===== src/rtl/qsg_pkg.sv =====
`timescale 1ns / 1ps
`default_nettype none

package qsg_pkg;

  // Defaults for the top-level parameters
  localparam int MAX_DIST_DEF   = 127;
  localparam int DELAY_BITS_DEF = 16;

  // Fixed field widths
  localparam int REQ_W     = 7;
  localparam int CFG_IDX_W = 1;

  // Register reset values
  localparam int MAX_DELAY_RST = 37500;
  localparam int MIN_DELAY_RST = 375;

  // Register indexes
  localparam logic [CFG_IDX_W-1:0] REG_MAX_DELAY = 1'b0;
  localparam logic [CFG_IDX_W-1:0] REG_MIN_DELAY = 1'b1;

  // Command and direction codes
  localparam logic CMD_TICK = 1'b0;
  localparam logic CMD_LOAD = 1'b1;
  localparam logic DIR_POS  = 1'b0;
  localparam logic DIR_NEG  = 1'b1;

  // Phase codes and the steps that move the phase down or up by one
  localparam logic [1:0] PH_A_RISE = 2'd0;
  localparam logic [1:0] PH_B_RISE = 2'd1;
  localparam logic [1:0] PH_A_FALL = 2'd2;
  localparam logic [1:0] PH_B_FALL = 2'd3;
  localparam logic [1:0] PH_DOWN   = 2'd3;
  localparam logic [1:0] PH_UP     = 2'd1;

  // Status of the serial divider
  typedef struct packed {
    logic busy;
    logic done;
  } qsg_div_st_t;

endpackage

`default_nettype wire


===== src/rtl/qsg_div.sv =====
`timescale 1ns / 1ps
`default_nettype none

// Restoring divider, one quotient bit per cycle. The dividend shifts out
// of the top of the quotient register while quotient bits shift in below.
module qsg_div
  import qsg_pkg::*;
#(
  parameter int DELAY_BITS = DELAY_BITS_DEF,
  parameter int RW         = 7
) (
  input  wire logic                  clk_i,
  input  wire logic                  rst_ni,
  input  wire logic                  start_i,
  input  wire logic [DELAY_BITS-1:0] dividend_i,
  input  wire logic [RW-1:0]         divisor_i,
  output qsg_div_st_t                st_o,
  output logic [DELAY_BITS-1:0]      quot_o
);

  localparam int CNT_W = $clog2(DELAY_BITS + 1);

  logic                  busy_q, busy_d;
  logic                  done_q, done_d;
  logic [CNT_W-1:0]      cnt_q, cnt_d;
  logic [RW-1:0]         rem_q, rem_d;
  logic [RW-1:0]         dvs_q, dvs_d;
  logic [DELAY_BITS-1:0] quo_q, quo_d;

  logic [RW:0] trial;
  logic [RW:0] diff;
  logic        ge;

  assign trial = {rem_q, quo_q[DELAY_BITS-1]};
  assign diff  = trial - {1'b0, dvs_q};
  assign ge    = (trial >= {1'b0, dvs_q});

  always_comb begin
    busy_d = busy_q;
    done_d = 1'b0;
    cnt_d  = cnt_q;
    rem_d  = rem_q;
    dvs_d  = dvs_q;
    quo_d  = quo_q;
    if (start_i) begin
      busy_d = 1'b1;
      cnt_d  = CNT_W'(DELAY_BITS);
      rem_d  = '0;
      dvs_d  = divisor_i;
      quo_d  = dividend_i;
    end else if (busy_q) begin
      // remainder stays below the divisor, so the top bit of diff is spare
      rem_d = ge ? diff[RW-1:0] : trial[RW-1:0];
      quo_d = {quo_q[DELAY_BITS-2:0], ge};
      cnt_d = cnt_q - 1'b1;
      if (cnt_q == CNT_W'(1)) begin
        busy_d = 1'b0;
        done_d = 1'b1;
      end
    end
  end

  always_ff @(posedge clk_i or negedge rst_ni) begin
    if (!rst_ni) begin
      busy_q <= 1'b0;
      done_q <= 1'b0;
      cnt_q  <= '0;
    end else begin
      busy_q <= busy_d;
      done_q <= done_d;
      cnt_q  <= cnt_d;
    end
  end

  always_ff @(posedge clk_i) begin
    rem_q <= rem_d;
    dvs_q <= dvs_d;
    quo_q <= quo_d;
  end

  assign st_o.busy = busy_q;
  assign st_o.done = done_q;
  assign quot_o    = quo_q;

endmodule

`default_nettype wire


===== src/rtl/quadrature_step_generator.sv =====
`timescale 1ns / 1ps
`default_nettype none

// Channel   Direction  Handshake              Payload
// in        sink       in_valid_i/in_stall_o   cmd_i, dir_i, dist_req_i
// out       source     out_valid_o/out_stall_i pin_a_o, pin_b_o, stepped_o, busy_res_o
// cfg       sink       cfg_we_i                cfg_idx_i, cfg_data_i
//
// An item that takes no step, or takes the last step, does not start the divider.
// An item that steps with more than one step left starts the serial divider
// (max_delay / remaining steps including this one, one quotient bit per cycle);
// input stalls while the divider is busy and while its done flag is up.
// Input also stalls while the output register holds an item being stalled.
// Reset returns phase, lines, distance and wait to zero and the registers
// to their defaults.
module quadrature_step_generator
  import qsg_pkg::*;
#(
  parameter int MAX_DIST   = MAX_DIST_DEF,
  parameter int DELAY_BITS = DELAY_BITS_DEF
) (
  input  wire logic                  clk_i,
  input  wire logic                  rst_ni,
  input  wire logic                  cfg_we_i,
  input  wire logic [CFG_IDX_W-1:0]  cfg_idx_i,
  input  wire logic [DELAY_BITS-1:0] cfg_data_i,
  input  wire logic                  in_valid_i,
  output logic                       in_stall_o,
  input  wire logic                  cmd_i,
  input  wire logic                  dir_i,
  input  wire logic [REQ_W-1:0]      dist_req_i,
  output logic                       out_valid_o,
  input  wire logic                  out_stall_i,
  output logic                       pin_a_o,
  output logic                       pin_b_o,
  output logic                       stepped_o,
  output logic                       busy_res_o
);

  localparam int RW    = $clog2(MAX_DIST + 1);
  localparam int CMP_W = (RW > REQ_W) ? RW : REQ_W;

  logic [DELAY_BITS-1:0] max_delay_q, min_delay_q;
  logic [RW-1:0]         remaining_q, remaining_d;
  logic [DELAY_BITS-1:0] wait_q, wait_d;
  logic [1:0]            phase_q, phase_d;
  logic                  direction_q, direction_d;
  logic                  level_a_q, level_a_d;
  logic                  level_b_q, level_b_d;
  logic                  out_valid_q;
  logic                  stepped_q, stepped_d;
  logic                  pin_a_q, pin_b_q, busy_res_q;

  logic                  accept;
  logic [RW-1:0]         dist_sat;
  logic [RW-1:0]         r;
  logic                  do_step;
  logic                  div_start;
  qsg_div_st_t           div_st;
  logic [DELAY_BITS-1:0] quot;

  assign in_stall_o = div_st.busy | div_st.done | (out_valid_q & out_stall_i);
  assign accept     = in_valid_i & ~in_stall_o;

  assign dist_sat = (CMP_W'(dist_req_i) > CMP_W'(MAX_DIST)) ? RW'(MAX_DIST)
                                                           : RW'(dist_req_i);

  always_comb begin
    remaining_d = remaining_q;
    wait_d      = wait_q;
    phase_d     = phase_q;
    direction_d = direction_q;
    level_a_d   = level_a_q;
    level_b_d   = level_b_q;
    r           = remaining_q;
    do_step     = 1'b0;
    div_start   = 1'b0;

    if (div_st.done) begin
      // clamp the quotient at the shortest wait
      wait_d = (quot < min_delay_q) ? min_delay_q : quot;
    end else if (accept) begin
      if (cmd_i == CMD_LOAD) begin
        direction_d = dir_i;
        remaining_d = dist_sat;
        wait_d      = '0;
        r           = dist_sat;
        do_step     = (dist_sat != '0);
      end else if (remaining_q != '0) begin
        if (wait_q > DELAY_BITS'(1)) begin
          wait_d = wait_q - 1'b1;
        end else begin
          wait_d  = '0;
          do_step = 1'b1;
        end
      end

      if (do_step) begin
        phase_d = (direction_d == DIR_NEG) ? phase_q + PH_DOWN : phase_q + PH_UP;
        case (phase_d)
          PH_A_RISE: level_a_d = 1'b1;
          PH_B_RISE: level_b_d = 1'b1;
          PH_A_FALL: level_a_d = 1'b0;
          PH_B_FALL: level_b_d = 1'b0;
          default:   level_b_d = 1'b0;
        endcase
        remaining_d = r - 1'b1;
        wait_d      = '0;
        // no wait after the last step
        div_start   = (r > RW'(1));
      end
    end
  end

  assign stepped_d = do_step;

  qsg_div #(
    .DELAY_BITS (DELAY_BITS),
    .RW         (RW)
  ) u_div (
    .clk_i      (clk_i),
    .rst_ni     (rst_ni),
    .start_i    (div_start),
    .dividend_i (max_delay_q),
    .divisor_i  (r),
    .st_o       (div_st),
    .quot_o     (quot)
  );

  always_ff @(posedge clk_i or negedge rst_ni) begin
    if (!rst_ni) begin
      max_delay_q <= DELAY_BITS'(MAX_DELAY_RST);
      min_delay_q <= DELAY_BITS'(MIN_DELAY_RST);
      remaining_q <= '0;
      wait_q      <= '0;
      phase_q     <= '0;
      direction_q <= DIR_POS;
      level_a_q   <= 1'b0;
      level_b_q   <= 1'b0;
      out_valid_q <= 1'b0;
    end else begin
      if (cfg_we_i) begin
        case (cfg_idx_i)
          REG_MAX_DELAY: max_delay_q <= cfg_data_i;
          REG_MIN_DELAY: min_delay_q <= cfg_data_i;
          default:       max_delay_q <= max_delay_q;
        endcase
      end
      remaining_q <= remaining_d;
      wait_q      <= wait_d;
      phase_q     <= phase_d;
      direction_q <= direction_d;
      level_a_q   <= level_a_d;
      level_b_q   <= level_b_d;
      if (accept) begin
        out_valid_q <= 1'b1;
      end else if (!out_stall_i) begin
        out_valid_q <= 1'b0;
      end
    end
  end

  // hold the result until it is taken
  always_ff @(posedge clk_i) begin
    if (accept) begin
      pin_a_q    <= level_a_d;
      pin_b_q    <= level_b_d;
      stepped_q  <= stepped_d;
      busy_res_q <= (remaining_d != '0);
    end
  end

  assign out_valid_o = out_valid_q;
  assign pin_a_o     = pin_a_q;
  assign pin_b_o     = pin_b_q;
  assign stepped_o   = stepped_q;
  assign busy_res_o  = busy_res_q;

endmodule

`default_nettype wire


===== config.mk =====
export PLATFORM = sky130hd
export DESIGN_NAME = quadrature_step_generator
export DESIGN_NICKNAME = d
export VERILOG_FILES = /design/src/rtl/qsg_pkg.sv /design/src/rtl/qsg_div.sv /design/src/rtl/quadrature_step_generator.sv
export SDC_FILE = /design/constraint.sdc
export NUM_CORES = 1
export LEC_CHECK = 0
export BUFFER_PORTS_ARGS = -buffer_cell sky130_fd_sc_hd__buf_2
export CAP_MARGIN = 10
export CELL_PAD_IN_SITES_DETAIL_PLACEMENT = 0
export CELL_PAD_IN_SITES_GLOBAL_PLACEMENT = 1
export CORE_MARGIN = 1
export CORE_UTILIZATION = 51
export CTS_CLUSTER_SIZE = 14
export DETAILED_ROUTE_END_ITERATION = 8
export PLACE_DENSITY_LB_ADDON = 0.1
export SETUP_SLACK_MARGIN = 0.02
export SYNTH_ARGS = -nofsm -noshare
export SYNTH_HDL_FRONTEND = slang
export SYNTH_SLANG_ARGS = --single-unit

===== constraint.sdc =====
create_clock -name clk_i -period 4.8 [get_ports clk_i]
set_clock_uncertainty 0.05 [all_clocks]
set_input_delay 0.96 -clock clk_i [delete_from_list [all_inputs] [get_ports clk_i]]
set_output_delay 0.96 -clock clk_i [all_outputs]
set_load 0.01 [all_outputs]

==> flow_summary.yaml <==
yosys:
  syn_avg_cell_area_um2: 9.68
  seq_area_frac_synth_pct: 46.8
  synthTopCellsByArea: "dfrtp_1 23%, edfxtp_1 14%, mux2_2 7.9%"
  yosys.area.top_type: "dfrtp_1"
  ys_types: 57
  ys_ff_latch: 102
  syn_area_mm2: 0.00571
  synthFlopType: "dfrtp_1"
  synth_edf_count: 27
  synthCells: 590
  async_flop_share_pct: 66.7
  synth.yosys.warnings: 0
  synth_top_area_share_pct: 23.2
  syn_nets: 650
critical_path:
  path_delay_family: "simple AND/OR/NAND/NOR gates"
  crit_type: "primary input to flip-flop"
  start_kind: "primary input"
  r2r_slack_ns: 1.19
  reg2reg_depth: 8
  slowest_stage: "or4_1"
  crit_path_max_fanout: 28
  crit_path_max_incr_delay_ns: 0.57
  cp.buffers_inverters: 1
  arrival_ns: 3.86
  worst_r2r_endpoint: "busy_res_o"
  required_ns: 4.89
  crit_top_cell: "or4_1"
  cp_cell_sequence: "buf_2, nor4_1, a311o_4, nor3b_4, nand3_2, mux2i_1, o211ai_1, or4_1, or4_1"
  rr_startpoint: "wait_q[6]"
  endpoint_kind: "flip-flop"
placement:
  dp_slack_ns: 0.638
  port_buffers: 36
  dp_hpwl_um: 9390
  routabilityCongestion: 0.865
timing:
  fmax_mhz: 265
  slew_headroom_pct: 34.4
  fin_ws_ns: 1.03
  finalSetupTns_ns: 0
  setup_violations: 0
  min_period_over_period_pct: 78.5
  hold_violations: 0
  min_period_ns: 3.77
  tightestPinTransition_ns: 0.983
  final-max-slew-violation-count: 0
  rsz0062_at_grt: "no"
clock_tree:
  cts.repair.resized: 0
  cts_buffer_depth: 2
  clockRootBuffer: "clkbuf_8"
  numCtsBuffers: 9
  clk_pin_slew_ns: 0.10
  clock_latency_ns: 0.39
  cts-hold-fix-buffers: 0
  clock-sinks: 102
  postCtsSetupBuffers: 0
  htreeDepth: 3
  cts_tree: "done"
min_path:
  hp-start: "u_div.rem_q[2]"
  hold-path-endpoint: "u_div.rem_q[2]"
  hold_depth: 2
  min_path_type: "flip-flop to flip-flop"
route:
  route.detailed.drc: 0
  wl_per_cell_um: 17.1
  vias_per_cell: 5.66
  totalWireLength_um: 13100
  antenna_left: 0
  drt_first_pass_iters: 5
  drt_iter0_drc: 248
  vias: 4327
power_and_ir_drop:
  vdd_drop_max_mv: 0.336
  p_seq_share_pct: 41.9
  power_frac_clock_pct: 17.1
  p_int_mw: 2.15
  combPwrFrac_pct: 41.0
  power_density_mw_per_mm2: 572
  power_mw: 3.57
  p_leak_nw: 2.76
  p_sw_mw: 1.41
  swShare_pct: 39.6
final_layout:
  syn_to_final_growth_pct: 9.29
  layout-drive-gt1-share_pct: 19.4
  fin_nets: 680
  layout_commonest_cell: "nand2_1"
  postLayoutCoreUtil_pct: 57.3
  mostFrequentLayoutCells: "83 x nand2_1, 56 x nor2_1, 53 x dfrtp_1"
  antenna_cells: 0
die:
  dieArea_mm2: 0.0116
  io_pins: 37
  coreArea_mm2: 0.0109
  fp.dieH_um: 108
  die_w_um: 108
  rows: 38
  start_util_pct: 52.4
global_route:
  grt-ovfl-total: 0
  grtUsageMet2_pct: 40.5
  grt_pass1_wl_um: 21500
  grt.busiest_layer: "met2"
  grt_use_met1_pct: 33.0
  antenna_found_initial: 0
  grt_pass1_vias: 4238
  grt_max_degree: 41
  use_met3_pct: 5.57
  grtUsageTotal_pct: 24.8
run:
  maxCapViolCount: 0
run_status:
  status: "finished, final reports clean"
==> registers in the layout, indices dropped and copies added, names as in the netlist, 2 cells and up <==
| name | count |
|---|---|
| phase_q | 2 |
| u_div.quot_o | 16 |
| min_delay_q | 16 |
| wait_q | 16 |
| u_div.dvs_q | 7 |
| remaining_q | 7 |
| u_div.cnt_q | 5 |
| max_delay_q | 16 |
| u_div.rem_q | 7 |
==> worst register-to-register path, cell delays in order (launching register included) <==
cell and delay, ns:
dfrtp_1 0.44, nor3_1 0.45, nand4b_1 0.21, o21bai_1 0.77
and2_1 0.37, nand4_1 0.19, xnor2_1 0.17, a22o_1 0.22
or4_1 0.49
==> logic make-up (layout without fill, tap and decap cells) <==
| kind of cell | count (synthesis) | after routing | synth area share (%) |
|---|---|---|---|
| adder cells (fa/ha/maj) | 29 | 29 | 6.49 |
| buffers and inverters | 63 | 98 | 4.32 |
| multiplexers | 49 | 49 | 9.47 |
| AND/OR/NAND/NOR | 217 | 217 | 17.8 |
| flip-flops | 102 | 102 | 46.8 |
| AO/OA/AOI/OAI | 116 | 116 | 13.0 |
| XOR/XNOR | 14 | 14 | 2.15 |
==> layout make-up <==
| type | instances | area [um2] |
|---|---|---|
| inverters | 39 | 146 |
| multi-input cells | 425 | 2800 |
| repair buffers | 43 | 233 |
| fillers | 967 | 4650 |
| well taps | 140 | 175 |
| clock inverters | 7 | 95.1 |
| flip-flops and latches | 102 | 2670 |
| clock buffers | 9 | 124 |
==> worst max-delay path by stage <==
stage,startpoint,to,slack (ns),cells after the start
after floorplan,out_stall_i,busy_res_o,1.19,8
after global placement,cmd_i,busy_res_o,0.70,9
after detailed placement,cmd_i,busy_res_o,0.64,9
after CTS,cmd_i,busy_res_o,1.08,9
after global routing,cmd_i,busy_res_o,0.89,9
final,cmd_i,busy_res_o,1.03,9
==> stage by stage <==
| stage | hold WS, ns | instance area [um2] | cells |
|---|---|---|---|
| 2_1_floorplan | 0.400 | 5710 | 590 |
| 3_3_place_gp | 0.422 | 6020 | 749 |
| 3_5_place_dp | 0.426 | 6020 | 749 |
| 4_1_cts | 0.439 | 6240 | 765 |
| 5_1_grt | 0.471 | 6240 | 765 |
| 6_report | 0.433 | 6240 | 765 |
==> synthesized netlist by cell type, types with 7 or more instances <==
cell	count
xnor2_1	11
o221ai_1	7
a21oi_1	32
nand3_1	15
dfxtp_1	7
dfstp_2	15
o21ai_0	35
dfrtp_1	53
nor3_1	12
ha_1	28
a21o_1	7
edfxtp_1	27
nor2_1	56
nor2b_1	8
clkbuf_1	18
o211ai_1	9
inv_1	38
mux2i_1	9
nand2_1	83
mux2_2	40
==> routing by layer <==
layer	vias up	wire [um]
li1	2137	-
met1	2105	5890
met2	71	6420
met3	14	552
met4	0	204
met5	-	0
==> power groups by stage <==
| stage | Combinational [mW] | Sequential, mW | Clock, mW |
|---|---|---|---|
| 2_1_floorplan | 1.12 | 1.43 | 0 |
| 3_3_place_gp | 1.43 | 1.50 | 0 |
| 3_5_place_dp | 1.46 | 1.51 | 0 |
| 4_1_cts | 1.47 | 1.49 | 0.629 |
| 5_1_grt | 1.68 | 1.53 | 0.656 |
| 6_report | 1.46 | 1.49 | 0.611 |
(Power assumes the default switching activity.)
